`src/lmsort_pkg.sv`:
```
// ---------------------------------------------------------------------------
// lmsort_pkg: shared types for the quicksort sorter
// Datapath operation codes and the status group reported to the controller.
// ---------------------------------------------------------------------------
package lmsort_pkg;

  localparam int unsigned DATA_W = 32;

  // One operation per cycle, issued by the controller to the datapath.
  typedef enum logic [3:0] {
    OP_NONE,
    OP_LOAD,
    OP_INIT,
    OP_POP,
    OP_POPTAKE,
    OP_PIVOT,
    OP_SCAN,
    OP_SWAP1,
    OP_SWAP2,
    OP_FIN1,
    OP_FIN2,
    OP_PUSH2,
    OP_EMIT,
    OP_CLEAR
  } dp_op_t;

  typedef struct packed {
    logic cnt_lt2;    // fewer than two items stored
    logic sp_zero;    // range stack empty
    logic range_ok;   // popped range has lo < hi
    logic scan_swap;  // scanned item below pivot and mark != scan
    logic scan_last;  // scan + 1 == hi
    logic emit_last;  // item being emitted is the final one
  } dp_status_t;

endpackage

```
`src/lmsort_dp.sv`:
```
// ---------------------------------------------------------------------------
// lmsort_dp: sorter datapath
// Element store, range stack, partition indexes and the result register.
// ---------------------------------------------------------------------------
module lmsort_dp #(
  parameter int unsigned DEPTH = 64
) (
  input  logic                                clk,
  input  logic                                rst_n,
  input  lmsort_pkg::dp_op_t                  op,
  input  logic signed [lmsort_pkg::DATA_W-1:0] in_value,
  output lmsort_pkg::dp_status_t              status,
  output logic                                out_valid,
  output logic signed [lmsort_pkg::DATA_W-1:0] out_sorted_value,
  output logic                                out_last_out,
  output logic                                out_overflow
);

  localparam int unsigned IW = $clog2(DEPTH);
  localparam int unsigned CW = $clog2(DEPTH + 1);
  localparam int unsigned SW = 2 * IW;
  localparam int unsigned DW = lmsort_pkg::DATA_W;
  localparam logic [CW-1:0] DEPTH_C = CW'(DEPTH);

  // memories
  logic [DW-1:0] elem_mem [DEPTH];
  logic [SW-1:0] stack_mem [DEPTH];

  logic          we, re, swe, sre;
  logic [IW-1:0] waddr, raddr, swaddr, sraddr;
  logic [DW-1:0] wdata;
  logic [SW-1:0] swdata;
  logic [DW-1:0] rdata_r;
  logic [SW-1:0] srdata_r;

  // control registers
  logic [CW-1:0] cnt_r, cnt_nxt, sp_r, sp_nxt;
  logic          ovf_r, ovf_nxt;
  logic          out_valid_r, out_valid_nxt;

  // payload registers
  logic [IW-1:0] lo_r, lo_nxt, hi_r, hi_nxt;
  logic [IW-1:0] mark_r, mark_nxt, scan_r, scan_nxt, k_r, k_nxt;
  logic [DW-1:0] piv_r, piv_nxt, dval_r, dval_nxt;
  logic          out_last_r, out_last_nxt, out_ovf_r, out_ovf_nxt;

  logic [IW-1:0] mark_inc, mark_dec, scan_inc, k_inc;
  logic [CW-1:0] cnt_m1, sp_dec;
  logic          less, room, push_lo_ok, push_hi_ok;

  assign mark_inc = mark_r + IW'(1);
  assign mark_dec = mark_r - IW'(1);
  assign scan_inc = scan_r + IW'(1);
  assign k_inc    = k_r + IW'(1);
  assign cnt_m1   = cnt_r - CW'(1);
  assign sp_dec   = sp_r - CW'(1);
  assign less     = $signed(rdata_r) < $signed(piv_r);
  assign room     = sp_r < DEPTH_C;
  assign push_lo_ok = (mark_r > lo_r) && (mark_dec > lo_r);
  assign push_hi_ok = ((IW+1)'(mark_r) + (IW+1)'(1)) < (IW+1)'(hi_r);

  assign status.cnt_lt2   = cnt_r < CW'(2);
  assign status.sp_zero   = sp_r == '0;
  assign status.range_ok  = srdata_r[SW-1:IW] < srdata_r[IW-1:0];
  assign status.scan_swap = less && (mark_r != scan_r);
  assign status.scan_last = scan_inc == hi_r;
  assign status.emit_last = (CW'(k_r) + CW'(1)) == cnt_r;

  always_comb begin
    we = 1'b0; waddr = cnt_r[IW-1:0]; wdata = in_value;
    re = 1'b0; raddr = k_r;
    swe = 1'b0; swaddr = sp_r[IW-1:0]; swdata = '0;
    sre = 1'b0; sraddr = sp_dec[IW-1:0];
    cnt_nxt = cnt_r; sp_nxt = sp_r; ovf_nxt = ovf_r;
    lo_nxt = lo_r; hi_nxt = hi_r; mark_nxt = mark_r; scan_nxt = scan_r;
    k_nxt = k_r; piv_nxt = piv_r; dval_nxt = dval_r;
    out_valid_nxt = 1'b0; out_last_nxt = out_last_r; out_ovf_nxt = out_ovf_r;
    case (op)
      lmsort_pkg::OP_LOAD: begin
        if (cnt_r < DEPTH_C) begin
          we      = 1'b1;
          cnt_nxt = cnt_r + CW'(1);
        end else begin
          ovf_nxt = 1'b1;
        end
      end
      lmsort_pkg::OP_INIT: begin
        k_nxt = '0;
        if (!status.cnt_lt2) begin
          swe    = 1'b1;
          swaddr = '0;
          swdata = {IW'(0), cnt_m1[IW-1:0]};
          sp_nxt = CW'(1);
        end else begin
          sp_nxt = '0;
        end
      end
      lmsort_pkg::OP_POP: begin
        sre    = 1'b1;
        sp_nxt = sp_dec;
      end
      lmsort_pkg::OP_POPTAKE: begin
        lo_nxt = srdata_r[SW-1:IW];
        hi_nxt = srdata_r[IW-1:0];
        re     = 1'b1;
        raddr  = srdata_r[IW-1:0];
      end
      lmsort_pkg::OP_PIVOT: begin
        piv_nxt  = rdata_r;
        mark_nxt = lo_r;
        scan_nxt = lo_r;
        re       = 1'b1;
        raddr    = lo_r;
      end
      lmsort_pkg::OP_SCAN: begin
        dval_nxt = rdata_r;
        re       = 1'b1;
        if (status.scan_swap) begin
          raddr = mark_r;
        end else begin
          if (less) mark_nxt = mark_inc;
          scan_nxt = scan_inc;
          // on the last scan step, fetch the final pivot slot instead
          if (status.scan_last) raddr = less ? mark_inc : mark_r;
          else raddr = scan_inc;
        end
      end
      lmsort_pkg::OP_SWAP1: begin
        we    = 1'b1;
        waddr = scan_r;
        wdata = rdata_r;
      end
      lmsort_pkg::OP_SWAP2: begin
        we       = 1'b1;
        waddr    = mark_r;
        wdata    = dval_r;
        mark_nxt = mark_inc;
        scan_nxt = scan_inc;
        re       = 1'b1;
        raddr    = status.scan_last ? mark_inc : scan_inc;
      end
      lmsort_pkg::OP_FIN1: begin
        we    = 1'b1;
        waddr = hi_r;
        wdata = rdata_r;
      end
      lmsort_pkg::OP_FIN2: begin
        we    = 1'b1;
        waddr = mark_r;
        wdata = piv_r;
        if (push_lo_ok && room) begin
          swe    = 1'b1;
          swdata = {lo_r, mark_dec};
          sp_nxt = sp_r + CW'(1);
        end
      end
      lmsort_pkg::OP_PUSH2: begin
        if (push_hi_ok && room) begin
          swe    = 1'b1;
          swdata = {mark_inc, hi_r};
          sp_nxt = sp_r + CW'(1);
        end
      end
      lmsort_pkg::OP_EMIT: begin
        re            = 1'b1;
        raddr         = k_r;
        k_nxt         = k_inc;
        out_valid_nxt = 1'b1;
        out_last_nxt  = status.emit_last;
        out_ovf_nxt   = ovf_r;
      end
      lmsort_pkg::OP_CLEAR: begin
        cnt_nxt = '0;
        sp_nxt  = '0;
        ovf_nxt = 1'b0;
      end
      default: begin
      end
    endcase
  end

  always_ff @(posedge clk) begin
    if (!rst_n) begin
      cnt_r       <= '0;
      sp_r        <= '0;
      ovf_r       <= 1'b0;
      out_valid_r <= 1'b0;
    end else begin
      cnt_r       <= cnt_nxt;
      sp_r        <= sp_nxt;
      ovf_r       <= ovf_nxt;
      out_valid_r <= out_valid_nxt;
    end
  end

  always_ff @(posedge clk) begin
    lo_r       <= lo_nxt;
    hi_r       <= hi_nxt;
    mark_r     <= mark_nxt;
    scan_r     <= scan_nxt;
    k_r        <= k_nxt;
    piv_r      <= piv_nxt;
    dval_r     <= dval_nxt;
    out_last_r <= out_last_nxt;
    out_ovf_r  <= out_ovf_nxt;
  end

  always_ff @(posedge clk) begin
    if (we) elem_mem[waddr] <= wdata;
    if (re) rdata_r <= elem_mem[raddr];
  end

  always_ff @(posedge clk) begin
    if (swe) stack_mem[swaddr] <= swdata;
    if (sre) srdata_r <= stack_mem[sraddr];
  end

  assign out_valid        = out_valid_r;
  assign out_sorted_value = rdata_r;
  assign out_last_out     = out_last_r;
  assign out_overflow     = out_ovf_r;

endmodule

```
`src/lmsort_ctrl.sv`:
```
// ---------------------------------------------------------------------------
// lmsort_ctrl: sorter controller
// Sequences load, partition passes over the range stack, and emission.
// ---------------------------------------------------------------------------
module lmsort_ctrl (
  input  logic                   clk,
  input  logic                   rst_n,
  input  logic                   start,
  input  logic                   in_last_item,
  input  lmsort_pkg::dp_status_t status,
  output lmsort_pkg::dp_op_t     op,
  output logic                   busy
);

  typedef enum logic [3:0] {
    S_IDLE, S_INIT, S_POP, S_POPWAIT, S_PIVOT, S_SCAN, S_SWAP1, S_SWAP2,
    S_FIN1, S_FIN2, S_PUSH2, S_EMIT, S_DONE
  } state_t;

  state_t state_r, state_nxt;
  logic   busy_r;

  always_comb begin
    state_nxt = state_r;
    op        = lmsort_pkg::OP_NONE;
    case (state_r)
      S_IDLE: begin
        if (start) begin
          op = lmsort_pkg::OP_LOAD;
          if (in_last_item) state_nxt = S_INIT;
        end
      end
      S_INIT: begin
        op        = lmsort_pkg::OP_INIT;
        state_nxt = status.cnt_lt2 ? S_EMIT : S_POP;
      end
      S_POP: begin
        if (status.sp_zero) begin
          state_nxt = S_EMIT;
        end else begin
          op        = lmsort_pkg::OP_POP;
          state_nxt = S_POPWAIT;
        end
      end
      S_POPWAIT: begin
        op        = lmsort_pkg::OP_POPTAKE;
        state_nxt = status.range_ok ? S_PIVOT : S_POP;
      end
      S_PIVOT: begin
        op        = lmsort_pkg::OP_PIVOT;
        state_nxt = S_SCAN;
      end
      S_SCAN: begin
        op = lmsort_pkg::OP_SCAN;
        if (status.scan_swap) state_nxt = S_SWAP1;
        else if (status.scan_last) state_nxt = S_FIN1;
      end
      S_SWAP1: begin
        op        = lmsort_pkg::OP_SWAP1;
        state_nxt = S_SWAP2;
      end
      S_SWAP2: begin
        op        = lmsort_pkg::OP_SWAP2;
        state_nxt = status.scan_last ? S_FIN1 : S_SCAN;
      end
      S_FIN1: begin
        op        = lmsort_pkg::OP_FIN1;
        state_nxt = S_FIN2;
      end
      S_FIN2: begin
        op        = lmsort_pkg::OP_FIN2;
        state_nxt = S_PUSH2;
      end
      S_PUSH2: begin
        op        = lmsort_pkg::OP_PUSH2;
        state_nxt = S_POP;
      end
      S_EMIT: begin
        op = lmsort_pkg::OP_EMIT;
        if (status.emit_last) state_nxt = S_DONE;
      end
      S_DONE: begin
        op        = lmsort_pkg::OP_CLEAR;
        state_nxt = S_IDLE;
      end
      default: begin
        state_nxt = S_IDLE;
      end
    endcase
  end

  always_ff @(posedge clk) begin
    if (!rst_n) begin
      state_r <= S_IDLE;
      busy_r  <= 1'b0;
    end else begin
      state_r <= state_nxt;
      busy_r  <= state_nxt != S_IDLE;
    end
  end

  assign busy = busy_r;

endmodule

```
`src/quicksort_lomuto_sorter.sv`:
```
// ---------------------------------------------------------------------------
// quicksort_lomuto_sorter: in-place quicksort over a stored item set
// Collects signed items, sorts them ascending with Lomuto partitioning and
// an explicit range stack, then streams them out with a final-item mark.
// ---------------------------------------------------------------------------
//
//  Channel  | Handshake            | Payload
//  ---------+----------------------+--------------------------------------------
//  input    | start & !busy        | in_value (s32), in_last_item
//  result   | out_valid, 1 cycle   | out_sorted_value (s32), out_last_out,
//           |                      | out_overflow
//
//  Loading takes one cycle per item; busy stays low until the last item.
//  Sort: each popped range takes pop, pivot fetch and set-up steps, a scan
//  step per item plus swap writes per exchange, then pivot placement and
//  subrange pushes, as the element store's single read port requires.
//  Emission is one item per cycle, then a clear step for the next set.
//  rst_n is synchronous; no clearing pass, store and stack are read only
//  where written. Results cannot be stalled by the receiver.
// ---------------------------------------------------------------------------
module quicksort_lomuto_sorter #(
  parameter int unsigned DEPTH = 64  // capacity, 2..64
) (
  input  logic                                 clk,
  input  logic                                 rst_n,
  // input channel
  input  logic                                 start,
  output logic                                 busy,
  input  logic signed [lmsort_pkg::DATA_W-1:0] in_value,
  input  logic                                 in_last_item,
  // result channel
  output logic                                 out_valid,
  output logic signed [lmsort_pkg::DATA_W-1:0] out_sorted_value,
  output logic                                 out_last_out,
  output logic                                 out_overflow
);

  lmsort_pkg::dp_op_t     op;
  lmsort_pkg::dp_status_t status;

  // sequencer: one datapath operation per cycle
  lmsort_ctrl u_ctrl (
    .clk          (clk),
    .rst_n        (rst_n),
    .start        (start),
    .in_last_item (in_last_item),
    .status       (status),
    .op           (op),
    .busy         (busy)
  );

  // store, stack, partition indexes and output register
  lmsort_dp #(
    .DEPTH (DEPTH)
  ) u_dp (
    .clk              (clk),
    .rst_n            (rst_n),
    .op               (op),
    .in_value         (in_value),
    .status           (status),
    .out_valid        (out_valid),
    .out_sorted_value (out_sorted_value),
    .out_last_out     (out_last_out),
    .out_overflow     (out_overflow)
  );

endmodule

```
`config.mk`:
```
export PLATFORM = sky130hd
export DESIGN_NAME = quicksort_lomuto_sorter
export DESIGN_NICKNAME = d
export VERILOG_FILES = /design/src/lmsort_pkg.sv /design/src/lmsort_dp.sv /design/src/lmsort_ctrl.sv /design/src/quicksort_lomuto_sorter.sv
export SDC_FILE = /design/constraint.sdc
export NUM_CORES = 2
export LEC_CHECK = 0
export BUFFER_PORTS_ARGS = -buffer_cell sky130_fd_sc_hd__buf_4
export CAP_MARGIN = 20
export CORE_ASPECT_RATIO = 0.75
export CORE_MARGIN = 5
export CORE_UTILIZATION = 40
export DETAILED_ROUTE_END_ITERATION = 10
export PLACE_DENSITY = 0.58
export SYNTH_ARGS = -nofsm -noshare
export SYNTH_HDL_FRONTEND = slang
export SYNTH_SLANG_ARGS = --single-unit
```
`constraint.sdc`:
```
create_clock -name clk -period 8.2 [get_ports clk]
set_input_delay 0 -clock clk [delete_from_list [all_inputs] [get_ports clk]]
set_output_delay 0 -clock clk [all_outputs]
set_load 0.05 [all_outputs]
```
==> impl_metrics.env <==
export IMPL_endpoint_kind="flop"
export IMPL_start_util_pct=40.12
export IMPL_drt_first_iter_violations=9450
export IMPL_row_count=174
export IMPL_maximum_number_of_pins_on_one_net_before_global_route_repair=118
export IMPL_multi_input_area_sq_um=29750
export IMPL_dominantRegCellSynth="sky130_fd_sc_hd__edfxtp_1"
export IMPL_first_global_vias=65110
export IMPL_floorplan_die_width_um=642.5
export IMPL_cp_data_required_time_ns=8.84
export IMPL_dr_total_vias=68450
export IMPL_ys_types=83
export IMPL_postCtsResizedCells=0
export IMPL_core_sq_um=299100
export IMPL_number_of_register_bits_inferred_by_synthesis=2977
export IMPL_setup_tns_final_ns=0
export IMPL_fill_cells=25610
export IMPL_final_max_slew_viol_count=0
export IMPL_netlist_top_cells_area="sky130_fd_sc_hd__edfxtp_1, sky130_fd_sc_hd__mux2i_1, sky130_fd_sc_hd__mux4_2, sky130_fd_sc_hd__nand2_1, sky130_fd_sc_hd__nand3_1"
export IMPL_yosysMostFrequentCell="sky130_fd_sc_hd__edfxtp_1"
export IMPL_synth_fp_nets=7473
export IMPL_worst_path_class_setup="reg -> reg"
export IMPL_grt_antenna_before_repair=19
export IMPL_post_drt_via_cell_ratio=5.797
export IMPL_synth_sequential_area_ratio_pct=74.31
export IMPL_timing_hold_violations_final=0
export IMPL_gr_usage_all_layers_pct=21.24
export IMPL_number_of_h_tree_branching_levels=5
export IMPL_cts_repair_timing_setup_buffer_count=0
export IMPL_rsz0062_at_grt="false"
export IMPL_critical_path_max_fanout=91
export IMPL_design_die_area_sq_um=311200
export IMPL_remaining_drc_errors=0
export IMPL_total_gr_overflow=0
export IMPL_top_cells_by_instance_count_after_synthesis="sky130_fd_sc_hd__edfxtp_1, sky130_fd_sc_hd__nand2_1, sky130_fd_sc_hd__mux2i_1"
export IMPL_root_buffer="sky130_fd_sc_hd__clkbuf_16"
export IMPL_worst_vdd_drop_mv=0.2391
export IMPL_design_portCount=72
export IMPL_post_route_cell_area_sq_um=136900
export IMPL_post_route_min_period_ns=6.698
export IMPL_tightest_slew_ns=1.160
export IMPL_synthDominantAreaCellType="sky130_fd_sc_hd__edfxtp_1"
export IMPL_areaGrowthSynthToFinish_pct=14.06
export IMPL_clk_pin_slew_ns=0.06
export IMPL_timing_max_slew_rel_slack_pct=22.50
export IMPL_fin_worst_hold_slack_ns=0.08161
export IMPL_tritoncts="built"
export IMPL_clock_insertion_delay_worst_skew_ns=0.86
export IMPL_holdCritPathClass="in -> reg"
export IMPL_synth_top_cell_area_share_pct=73.96
export IMPL_numPortBuffers=71
export IMPL_placement_cell_area_sq_um=126900
export IMPL_hold_buffers=9
export IMPL_drv_max_cap_violation_count=0
export IMPL_route_final_wire_length_mm=341.5
export IMPL_cts_path_max_buffers=4
export IMPL_period_share_pct=81.69
export IMPL_cp_data_arrival_time_ns=7.34
export IMPL_postRouteAntennaNets=0
export IMPL_static_leakage_power_nw=46.76
export IMPL_route_detailed_wl_per_inst_um=28.92
export IMPL_dpl_hpwl_mm=199.6
export IMPL_synth_edff_count=2956
export IMPL_seqCellArea_sq_um=89190
export IMPL_max_clock_freq_mhz=149.3
export IMPL_synth_area_per_cell_sq_um=16.27
export IMPL_result_of_the_run="completed"
export IMPL_layout_core_utilization_pct=45.76
export IMPL_gpl_final_weighted_congestion=0.8528
export IMPL_final_layout_size_suffix_gt1_share_pct=17.01
export IMPL_grt_first_pass_wirelength_mm=484.2
export IMPL_worstSetupStartpointType="flop"
export IMPL_report_final_setup_viol=0
export IMPL_floorplan_die_height_um=484.4
export IMPL_synth_area_sq_um=120000
export IMPL_async_flop_share_pct=0
export IMPL_clock_sink_count=2977
export IMPL_layout_nets=7714
export IMPL_clock_skew_final_ns=0.08464
export IMPL_reg2reg_setup_slack_ns=1.50
export IMPL_number_of_instances_in_the_synthesized_netlist=7376
export IMPL_cts_buffers=303
export IMPL_yosys_warnings=0
export IMPL_power_density_nw_per_um2=325.6
export IMPL_detailed_routing_iteration_count_for_the_pre_antenna_repair_pass=8
worst max-delay path: stages (launching register included):
cell and delay (ns):
sky130_fd_sc_hd__edfxtp_1 0.45, sky130_fd_sc_hd__ha_1 0.34, sky130_fd_sc_hd__a21oi_1 0.32, sky130_fd_sc_hd__o21ai_0 0.15, sky130_fd_sc_hd__a221oi_1 0.56, sky130_fd_sc_hd__a211oi_4 0.16, sky130_fd_sc_hd__buf_8 0.22, sky130_fd_sc_hd__or4_4 0.59
sky130_fd_sc_hd__o31ai_2 0.24, sky130_fd_sc_hd__o32ai_2 0.19, sky130_fd_sc_hd__nand2_8 0.67, sky130_fd_sc_hd__buf_12 0.47, sky130_fd_sc_hd__buf_4 0.55, sky130_fd_sc_hd__mux2_2 0.40, sky130_fd_sc_hd__o2bb2ai_1 0.12, sky130_fd_sc_hd__nor4_1 0.46
sky130_fd_sc_hd__and3_1 0.43
state kept, by name, summed over array words and instances, names as in the netlist:
name and flops:
u_dp.sp_r 7, u_dp.srdata_r 12, u_ctrl.state_r 4, u_dp.ovf_r 1
u_dp.out_last_out 1, u_dp.piv_r 32, u_dp.out_overflow 1, u_dp.dval_r 32
u_dp.k_r 6, u_dp.lo_r 6, u_dp.mark_r 6, u_dp.hi_r 6
u_ctrl.busy 1, u_dp.out_sorted_value 32, u_dp.elem_mem 2048, u_dp.scan_r 6
u_dp.out_valid 1, u_dp.stack_mem 768, u_dp.cnt_r 7
kinds of logic after synthesis:
kind of cell | share of synthesized area, %
buf+inv | 1.840
compound gates | 3.484
xor+xnor | 0.3982
fa+ha+maj | 0.6359
flops | 74.31
mux | 11.30
simple gates | 8.031
area by class of cell:
type / count / share of cell area [%]
Sequential cell: 2977 / 65.15
Tap cell: 3960 / 3.619
Inverter: 71 / 0.1947
Timing Repair Buffer: 364 / 2.317
Antenna cell: 6 / 0.01097
Multi-Input combinational cell: 3900 / 21.73
Clock inverter: 165 / 1.121
Clock buffer: 366 / 5.851
path summary, 6_finish.rpt:
| kind | from | endpoint | cells after the start |
|---|---|---|---|
| min reg2reg | u_dp.srdata_r[11] | u_dp.lo_r[5] | 0 |
| min | in_value[25] | u_dp.elem_mem[51][25] | 4 |
| max | u_dp.out_sorted_value[9] | u_dp.out_sorted_value[30] | 16 |
| max reg2reg | u_dp.out_sorted_value[9] | u_dp.out_sorted_value[30] | 16 |
per-layer routing:
metal,vias up,GRT usage (%),wire length (um)
li1,29080,-,-
met1,35510,33.45,153200
met2,3405,29.59,143100
met3,462,4.929,37090
met4,2,5.058,8059
met5,-,0,13
cells in the final DEF, fill, tap and decap left out, types with 43 or more instances in the layout:
cell	instances
sky130_fd_sc_hd__mux4_2	252
sky130_fd_sc_hd__clkinv_1	68
sky130_fd_sc_hd__mux2i_1	646
sky130_fd_sc_hd__clkbuf_16	312
sky130_fd_sc_hd__clkbuf_1	54
sky130_fd_sc_hd__a21oi_1	283
sky130_fd_sc_hd__or4_1	66
sky130_fd_sc_hd__clkinv_2	43
sky130_fd_sc_hd__a22oi_1	75
sky130_fd_sc_hd__o32a_1	64
sky130_fd_sc_hd__mux2_2	126
sky130_fd_sc_hd__nand2_1	1109
sky130_fd_sc_hd__ha_1	60
sky130_fd_sc_hd__inv_1	67
sky130_fd_sc_hd__edfxtp_1	2956
sky130_fd_sc_hd__nand4_1	55
sky130_fd_sc_hd__nor2_1	167
sky130_fd_sc_hd__nand3_1	535
sky130_fd_sc_hd__buf_4	304
sky130_fd_sc_hd__nor2_4	67
through the flow:
stage | worst slack (ns) | total power, W | std cells
after floorplan | 2.100 | 0.02638 | 7376
after global routing | 1.288 | 0.04617 | 11810
after detailed placement | 1.300 | 0.03126 | 11230
after CTS | 1.226 | 0.04474 | 11770
after global placement | 1.341 | 0.03110 | 11210
final | 1.502 | 0.04458 | 11810
report_power, final:
group	internal, W	total [W]	switching (W)
combinational	0.00394	0.0125	0.00860
clock	0.00781	0.0136	0.00575
sequential	0.0182	0.0185	0.000230
(Power assumes the default switching activity.)
